===== src/hw/rtl/rpv_isqrt.sv =====
module rpv_isqrt (
    input  logic        clk,
    input  logic        rst_n,
    input  logic        start,
    input  logic [63:0] radicand,
    output logic        done,
    output logic [31:0] root
);

    logic [63:0] n_reg,   n_next;
    logic [63:0] r_reg,   r_next;
    logic [63:0] bit_reg, bit_next;
    logic        busy_reg, busy_next;
    logic        done_reg, done_next;
    logic [31:0] root_reg, root_next;
    logic [63:0] trial;

    always_comb
    begin
        n_next    = n_reg;
        r_next    = r_reg;
        bit_next  = bit_reg;
        busy_next = busy_reg;
        done_next = done_reg;
        root_next = root_reg;
        trial     = r_reg + bit_reg;
        if (start)
        begin
            n_next    = radicand;
            r_next    = '0;
            bit_next  = 64'h4000_0000_0000_0000;
            busy_next = 1'b1;
            done_next = 1'b0;
        end
        else if (busy_reg)
        begin
            if (bit_reg != '0)
            begin
                if (n_reg >= trial)
                begin
                    n_next = n_reg - trial;
                    r_next = (r_reg >> 1) + bit_reg;
                end
                else
                begin
                    r_next = r_reg >> 1;
                end
                bit_next = bit_reg >> 2;
            end
            else
            begin
                // round to nearest
                root_next = (n_reg > r_reg) ? 32'(r_reg + 64'd1) : r_reg[31:0];
                busy_next = 1'b0;
                done_next = 1'b1;
            end
        end
    end

    always_ff @(posedge clk or negedge rst_n)
    begin
        if (!rst_n)
        begin
            busy_reg <= 1'b0;
            done_reg <= 1'b0;
        end
        else
        begin
            busy_reg <= busy_next;
            done_reg <= done_next;
        end
    end

    always_ff @(posedge clk)
    begin
        n_reg    <= n_next;
        r_reg    <= r_next;
        bit_reg  <= bit_next;
        root_reg <= root_next;
    end

    assign done = done_reg;
    assign root = root_reg;

endmodule


===== config.mk =====
export PLATFORM = sky130hd
export DESIGN_NAME = rpv_isqrt
export DESIGN_NICKNAME = d
export VERILOG_FILES = /design/src/hw/rtl/rpv_isqrt.sv
export SDC_FILE = /design/constraint.sdc
export NUM_CORES = 1
export LEC_CHECK = 0
export BUFFER_PORTS_ARGS = -buffer_cell sky130_fd_sc_hd__buf_2
export CAP_MARGIN = 20
export CORE_AREA = 2 2 203 255
export CTS_CLUSTER_DIAMETER = 80
export DETAILED_ROUTE_END_ITERATION = 10
export DIE_AREA = 0 0 205 257
export PLACE_DENSITY = 0.63
export SETUP_SLACK_MARGIN = 0.1
export SYNTH_ARGS = -nofsm -noshare
export SYNTH_HDL_FRONTEND = slang
export SYNTH_SLANG_ARGS = --single-unit

===== constraint.sdc =====
create_clock -name clk -period 20.8 [get_ports clk]
set_input_delay 3.12 -clock clk [delete_from_list [all_inputs] [get_ports clk]]
set_output_delay 3.12 -clock clk [all_outputs]
set_load 0.05 [all_outputs]

### After elaboration in Yosys (flattened, before gate mapping)

Cells that the tools add are included.

| operators by class | value |
|---|---|
| add/sub/neg operators | 4 |
| $lt $le $gt $ge | 2 |
| equality and inequality tests | 1 |
| multiplexer cells | 12 |
| bitwise logic cells | 2 |
| reductions and logical operators | 8 |

Operators by type and width:

| kind | count |
|---|---|
| 2-to-1 mux 64 bit | 5 |
| adder 63 x 63 -> 64 bit | 1 |
| adder 64 x 63 -> 64 bit | 1 |
| >= comparator 64 bit | 1 |
| greater-than comparator 64 bit | 1 |
| nonzero test 64 bit | 1 |
| subtractor 64 bit | 1 |
| adder 32 x 1 -> 32 bit (second input constant) | 1 |
| 2-to-1 mux 32 bit | 1 |
| 2-to-1 mux 1 bit | 6 |
| AND reduction 3 bit | 2 |
| nonzero test 2 bit | 3 |
| AND reduction 2 bit | 2 |
| != test 2 bit (second input constant) | 1 |
| NOT 1 bit | 2 |

| storage, ports and cells | value |
|---|---|
| register bits after elaboration | 194 |
| input bits | 67 |
| logic and storage cells | 35 |

### Depth between registers and ports, before layout

Gate-level depths: netlist of the first run.

| logic depth | value |
|---|---|
| word-level depth | 6 |
| gate-level depth with buffers | 27 |

### Worst setup path before layout of the first run

OpenSTA, ideal clock, no wires.

| timing | value |
|---|---|
| kind | register to register |
| start point | register bit_reg[12] |
| end point | register n_reg[0], enable pin |
| setup time | 0.575 ns |
| data arrival time | 8.916 ns |
| data required time | 20.225 ns |
| slack | 11.309 ns |
| cell stages (with the launch flop) | 24 |
| buffers on the path | 4 |
| path through | dfxtp_1 -> ha_1 -> nand4_1 -> or2_2 -> nor3_1 -> o211ai_1 -> a21oi_1 -> o21ai_1 -> o31ai_1 -> a31oi_1 -> xnor2_1 -> ha_1 -> clkbuf_1 -> nand4_1 -> nor4_2 -> nor3b_2 -> inv_1 -> o221ai_1 -> o2111ai_1 -> and2_1 -> buf_6 -> buf_6 -> buf_4 -> o21ai_0 |

| between the ends | value |
|---|---|
| longest elaborated chain between the ends | 4 |
| elaborated cells between the ends (all ways) | 6 |
| those cells by class | add/sub (1); order compare (1); reduce/logical (4) |

Ends and longest elaborated chain:

| what | RTL line | source |
|---|---|---|
| from (decl) | 12 | `logic [63:0] bit_reg, bit_next;` |
| from (signal assigned) | 78 | `bit_reg <= bit_next;` |
| adder 64 x 63 -> 64 bit | 26 | `trial = r_reg + bit_reg;` |
| >= comparator 64 bit | 39 | `if (n_reg >= trial)` |
| nonzero test 2 bit (no source line) | n/a |  |
| AND reduction 3 bit (no source line) (*) | n/a |  |
| to (signal assigned) | 76 | `n_reg <= n_next;` |
| to (decl) | 10 | `logic [63:0] n_reg, n_next;` |

Mark *: on every way between the ends. The rest lies on a longest branch, timed or not.
A chain may end at the register's enable or synchronous reset.

### Worst setup path in the final report of the first run

| timing | value |
|---|---|
| start point | register r_reg[2] |
| end point | register n_reg[56], enable pin |

| between the ends | value |
|---|---|
| longest elaborated chain between the ends | 4 |

Ends and longest elaborated chain:

| what | RTL line | source |
|---|---|---|
| from (decl) | 11 | `logic [63:0] r_reg, r_next;` |
| from (signal assigned) | 77 | `r_reg <= r_next;` |
| adder 64 x 63 -> 64 bit | 26 |  |
| >= comparator 64 bit | 39 |  |
| nonzero test 2 bit (no source line) | n/a |  |
| AND reduction 3 bit (no source line) | n/a |  |

Every way passes these cells.

==> results of run 1 <==
## where the power goes
part	switching [uW]	internal, uW	total (uW)
combinational	1450	846	2300
clock	160	193	353
sequential	191	590	781
total	1800	1630	3430
## layer usage
metal | vias to the layer above | GRT usage [%] | share of wire (%)
li1 | 8592 | - | -
met4 | 0 | 10.7 | 4.1
met1 | 8477 | 26.9 | 40
met2 | 583 | 40.4 | 50
met5 | - | 0 | 0
met3 | 110 | 3.99 | 5.5
## worst reg2reg max path: cells and delay by family, from the launching register on
kind	cells	cell delay, ns
buffers and inverters	2	0.94
and+or+nand+nor	5	0.84
xor gates and xnor gates	1	0.14
adders and majority gates	2	0.69
DFF	1	0.61
AOI/OAI and AO/OA	12	3.35
## through the flow
step                cell area [um2]  std cells
floorplan                     18400       2314
global placement              19300       2956
detailed placement            19300       2956
CTS                           19900       2988
global route                  19900       2988
finish                        19900       2988
## path summary, 6_finish.rpt
| check | startpoint | endpoint | slack, ns | cells after the start |
|---|---|---|---|---|
| worst max-delay path | r_reg[2] | n_reg[56] | 13.61 | 22 |
| worst min-delay path | done | done | 0.48 | 1 |
| worst max register to register | r_reg[2] | n_reg[56] | 13.61 | 22 |
| worst min register to register | done | done | 0.48 | 1 |
| max in group asynchronous | rst_n | busy_reg | 18.29 | 1 |
| min in group asynchronous | rst_n | done | 2.40 | 1 |
## layout by cell type, fill, tap and decap left out, types with 9 or more instances in the layout
cell,Yosys,layout
o21ai_1,21,20
nand2_1,299,298
buf_4,7,13
clkbuf_16,0,18
dfxtp_1,96,96
nor2_1,130,130
o21ai_0,192,191
ha_1,195,195
o211ai_1,20,20
xnor2_1,141,141
inv_1,99,99
nand2b_1,16,16
o31ai_1,16,16
nor4_1,37,35
a21oi_1,194,194
buf_2,14,98
nand4_1,74,74
a211oi_1,47,47
edfxtp_1,96,96
a31oi_1,68,68
a21o_1,63,63
a31o_2,11,11
or3_1,9,9
and3_1,16,15
o21bai_1,28,28
and2_1,11,10
nor3_1,50,50
xor2_1,42,42
nand3_1,47,47
o21a_1,17,17
## logic make-up after synthesis
logic type                 Yosys count  synth area share [%]
AOI/OAI and AO/OA                  770                  26.7
and+or+nand+nor                    733                  19.0
buffers and inverters              230                  5.34
adders and majority gates          196                  13.4
DFF                                194                  26.4
xor gates and xnor gates           183                  8.72
muxes                                8                 0.456
## cell type report
type | instances | area share, %
Multi-Input combinational cell | 1890 | 63.4
Timing Repair Buffer | 112 | 3.02
Clock buffer | 24 | 2.53
Clock inverter | 8 | 0.479
Sequential cell | 194 | 24.4
Inverter | 102 | 1.93
Tap cell | 658 | 4.15
==> flow_summary.json, run 1 <==
{
  "status": "completed",
  "grt_pass1_wl_mm": 94.7,
  "dieWidth_um": 205,
  "tightest_slew_ns": 1.02,
  "irDropWorstVdd_mv": 0.129,
  "layout.nets": 2580,
  "worstPathMaxFanout": 78,
  "rsz0062_at_grt": "no",
  "synth-seq-cells": 194,
  "slowest_stage": "buf_4",
  "start_util_pct": 36.6,
  "die_h_um": 257,
  "area_growth_pct": 7.99,
  "clkSinkCount": 194,
  "fmax_ghz": 0.139,
  "htreeDepth": 4,
  "cts_buffers": 17,
  "cp_top_family": "compound AO/OA/AOI/OAI gates",
  "ios": 100,
  "finalCriticalPeriod_ns": 7.19,
  "cap_violations": 0,
  "holdBufCountCts": 0,
  "drc": 0,
  "diodes": 0,
  "max_stage_delay_ns": 0.62,
  "synth.distinct_cells": 98,
  "coreArea_mm2": 0.0502,
  "synthCells": 2314,
  "dieArea_mm2": 0.0527,
  "critical_path.cell_chain": "ha_1 > a31o_2 > o211ai_1 > nor3_1 > o2111ai_1 > nand3_1 > a311o_1 > a211oi_1 > nor3_1 > nor2_1 > xnor2_1 > ha_1 > a21oi_1 > o21ai_1 > a21oi_1 > o21ai_1 > a221o_1 > a21oi_1 > and2_2 > buf_4 > o21ai_4 > buf_4",
  "insertion_delay_ns": 0.50,
  "cp-end-kind": "register",
  "multi_input_area_mm2": 0.0126,
  "finClkSkew_ns": 0.0164,
  "cts_resized": 0,
  "nFillCells": 5273,
  "wirelength_mm": 60.7,
  "grt_antenna_before_repair": 1,
  "final_layout_size_suffix_gt1_share_pct": 8.71,
  "hp-class": "reg -> reg",
  "path_class": "reg -> reg",
  "gp_congestion": 0.930,
  "tns_ns": 0,
  "overflow": 0,
  "syn_avg_cell_area_um2": 7.95,
  "power.total_uw": 3430,
  "seqCellArea_mm2": 0.00485,
  "timing.final.crit_share_pct": 34.5,
  "wl_per_cell_um": 20.3,
  "utilization_pct": 39.6,
  "routed-via-count": 17800,
  "ys_warn_count": 0,
  "dp_slack_ns": 13.71,
  "grt_pass1_vias": 17200,
  "setup_ws_ns": 13.61,
  "ant_nets": 0,
  "whs_ns": 0.482,
  "dp_hpwl_mm": 47.3,
  "ctsLongestPathBuffers": 2,
  "syn-cell-area_mm2": 0.0184,
  "synth_flop_cell": "edfxtp_1",
  "cts_tree": "built",
  "critPathRequiredTime_ns": 20.89,
  "slew-limit-headroom_pct": 32.0,
  "yosys-top-cells-count": "nand2_1, ha_1, a21oi_1, o21ai_0, xnor2_1",
  "syn_nets": 2577,
  "track_usage_pct": 23.0,
  "p_leak_uw": 0.00732,
  "cp_common_cell": "a21oi_1",
  "port_buffers": 99,
  "vias_per_cell": 5.94,
  "crit_arrival_ns": 7.27,
  "synth_most_common_cell": "nand2_1",
  "hold_viol_final": 0,
  "power.density_mw_per_mm2": 173,
  "post-cts-setup-buffers": 0,
  "worst-path-buf-inv": 2,
  "path_clk_slew_ns": 0.07,
  "synthArstFlopShare_pct": 1.03,
  "dr.pass1.iters": 8,
  "ys_top_cells_by_area": "edfxtp_1, ha_1, dfxtp_1",
  "rows": 92,
  "start_kind": "register",
  "synth_top_area_cell": "edfxtp_1",
  "synth_top_area_share_pct": 15.7,
  "synth_edf_count": 96,
  "drtIter0Drc": 1596,
  "finalMaxSlewViolations": 0,
  "ys_seq_area_share_pct": 26.4,
  "cts_root_buf": "clkbuf_16",
  "finalSetupViolCount": 0,
  "grt_max_degree": 103
}
Note: power is estimated with default switching activity, not from simulation.
==> inputs of run 2 (changes only) <==
--- a/config.mk
+++ b/config.mk
@@ -11,7 +11,7 @@
 export CTS_CLUSTER_DIAMETER = 80
 export DETAILED_ROUTE_END_ITERATION = 10
 export DIE_AREA = 0 0 205 257
-export PLACE_DENSITY = 0.63
+export PLACE_DENSITY = 0.65
 export SETUP_SLACK_MARGIN = 0.1
 export SYNTH_ARGS = -nofsm -noshare
 export SYNTH_HDL_FRONTEND = slang
==> constraint.sdc (replaced) <==
create_clock -name clk -period 6.2 [get_ports clk]
set_input_delay 0.93 -clock clk [delete_from_list [all_inputs] [get_ports clk]]
set_output_delay 0.93 -clock clk [all_outputs]
set_load 0.05 [all_outputs]
==> flow_summary.json, run 2 (synthesis gave the netlist of run 1 again) <==
{
  "rrSetupSlack_ns": 0.31,
  "hold_viol_final": 0,
  "rr_endpoint": "n_reg[60]",
  "cp_top_family": "compound AO/OA/AOI/OAI gates",
  "final_cell_mix": "nand2_1, ha_1, a21oi_1",
  "dr.pass1.iters": 5,
  "ctsLongestPathBuffers": 2,
  "track_usage_pct": 23.3,
  "worst-path-buf-inv": 2,
  "cp_num_cells": 19,
  "die_h_um": 257,
  "grt_pass1_vias": 17600,
  "setup_ws_ns": 0.314,
  "finalMaxSlewViolations": 0,
  "critPathLaunch": "bit_reg[2]",
  "start_kind": "register",
  "overflow": 0,
  "port_buffers": 99,
  "nFillCells": 5222,
  "rsz0062_at_grt": "yes",
  "grt_pass1_wl_mm": 96.5,
  "wirelength_mm": 61.6,
  "start_util_pct": 36.6,
  "fmax_ghz": 0.170,
  "dieWidth_um": 205,
  "cts_root_buf": "clkbuf_16",
  "timing.final.crit_share_pct": 94.9,
  "insertion_delay_ns": 0.51,
  "slew-limit-headroom_pct": 37.7,
  "r2r_cells": 19,
  "slowest_stage": "o211ai_1",
  "finClkSkew_ns": 0.0136,
  "p_leak_uw": 0.00761,
  "htreeDepth": 4,
  "gp_congestion": 0.946,
  "tightest_slew_ns": 0.935,
  "finalCriticalPeriod_ns": 5.89,
  "finalSetupViolCount": 0,
  "crit_path_end": "n_reg[60]",
  "dieArea_mm2": 0.0527,
  "path_class": "reg -> reg",
  "cts_buffers": 17,
  "rows": 92,
  "routed-via-count": 17900,
  "dp_slack_ns": 0.269,
  "cp-end-kind": "register",
  "cap_violations": 0,
  "drc": 0,
  "critPathRequiredTime_ns": 6.46,
  "area_growth_pct": 10.7,
  "max_stage_delay_ns": 0.56,
  "final_common_cell": "nand2_1",
  "coreArea_mm2": 0.0502,
  "path_clk_slew_ns": 0.08,
  "grt_antenna_before_repair": 0,
  "cts_tree": "built",
  "holdBufCountCts": 0,
  "wl_per_cell_um": 20.3,
  "status": "completed",
  "hp-class": "in -> async",
  "ant_nets": 0,
  "power.total_uw": 11900,
  "worstPathMaxFanout": 10,
  "final_layout_size_suffix_gt1_share_pct": 11.3,
  "tns_ns": 0,
  "critical_path.cell_chain": "ha_1 > a31o_2 > a31oi_1 > o21ai_0 > a21oi_1 > o21ai_0 > xnor2_1 > ha_1 > buf_4 > a21oi_1 > o21ai_0 > a31oi_1 > a21boi_1 > o41ai_1 > o211ai_1 > a21oi_1 > buf_4 > o21a_1 > o31ai_1",
  "clkSinkCount": 194,
  "ios": 100,
  "dp_hpwl_mm": 48.1,
  "crit_arrival_ns": 6.14,
  "grt_max_degree": 94,
  "power.density_mw_per_mm2": 585,
  "vias_per_cell": 5.90,
  "layout.nets": 2635,
  "r2r_start": "bit_reg[2]",
  "whs_ns": 0.204,
  "irDropWorstVdd_mv": 0.244,
  "drtIter0Drc": 1386
}
-- run 2: cell count changes in the layout (fill, tap and decap cells not counted), sizes merged --
cell      delta
bufinv       -1
inv          +1
buf         +55
clkinvlp     +1
diode        +1
clkinv       +5
clkbuf       -6
-- run 2: worst min path at each step --
stage | from | end | slack (ns) | cells after the start
after floorplan | bit_reg[62] | bit_reg[62] | 0.47 | 2
after global placement | done | done | 0.46 | 1
after detailed placement | done | done | 0.47 | 1
after CTS | rst_n | done | 0.17 | 1
after global routing | rst_n | done | 0.17 | 1
final | rst_n | done | 0.20 | 1
-- run 2: what timing repair did --
item / CTS / global route
endpoints found under the setup margin: 0 / 115
buffers inserted: 0 / 1
gates resized for setup: 0 / 9
-- run 2: layout make-up --
type	instances	area, um2	share of cell area (%)
antenna	1	2.50	0.0123
timing repair buffer	167	1070	5.28
clock buffer	18	450	2.21
inverter	102	383	1.88
multi-input combinational	1890	12600	62.1
clock inverter	14	125	0.615
sequential	194	4860	23.9
tap	658	823	4.05
-- run 2: power by group --
part / switching [uW] / total, uW / internal (uW)
clock: 569 / 1150 / 580
combinational: 5070 / 8220 / 3150
sequential: 554 / 2530 / 1980
total: 6190 / 11900 / 5710
-- run 2: worst register-to-register path, delay by kind of cell (launching register included) --
kind / cells / cell delay (ns)
flops: 1 / 0.42
xor+xnor: 1 / 0.23
buf+inv: 2 / 0.36
fa+ha+maj: 2 / 0.59
compound gates: 14 / 4.03
-- run 2: through the flow --
stage                     util [%]  area (um2)  instances
after CTS                     40.4       20300       3042
after global placement        39.3       19700       3010
after global routing          40.5       20300       3043
final                         40.5       20300       3044
after detailed placement      39.3       19700       3010
after floorplan                  -       18400       2314
-- run 2: metal layers --
metal	vias up	GRT usage, %	part of all wire, %	routed length (um)
li1	8671	-	-	-
met1	8574	27.6	41	25200
met2	592	41.0	50	30800
met3	109	3.75	5.0	3100
met4	0	10.7	4.2	2580
met5	-	0	0	0
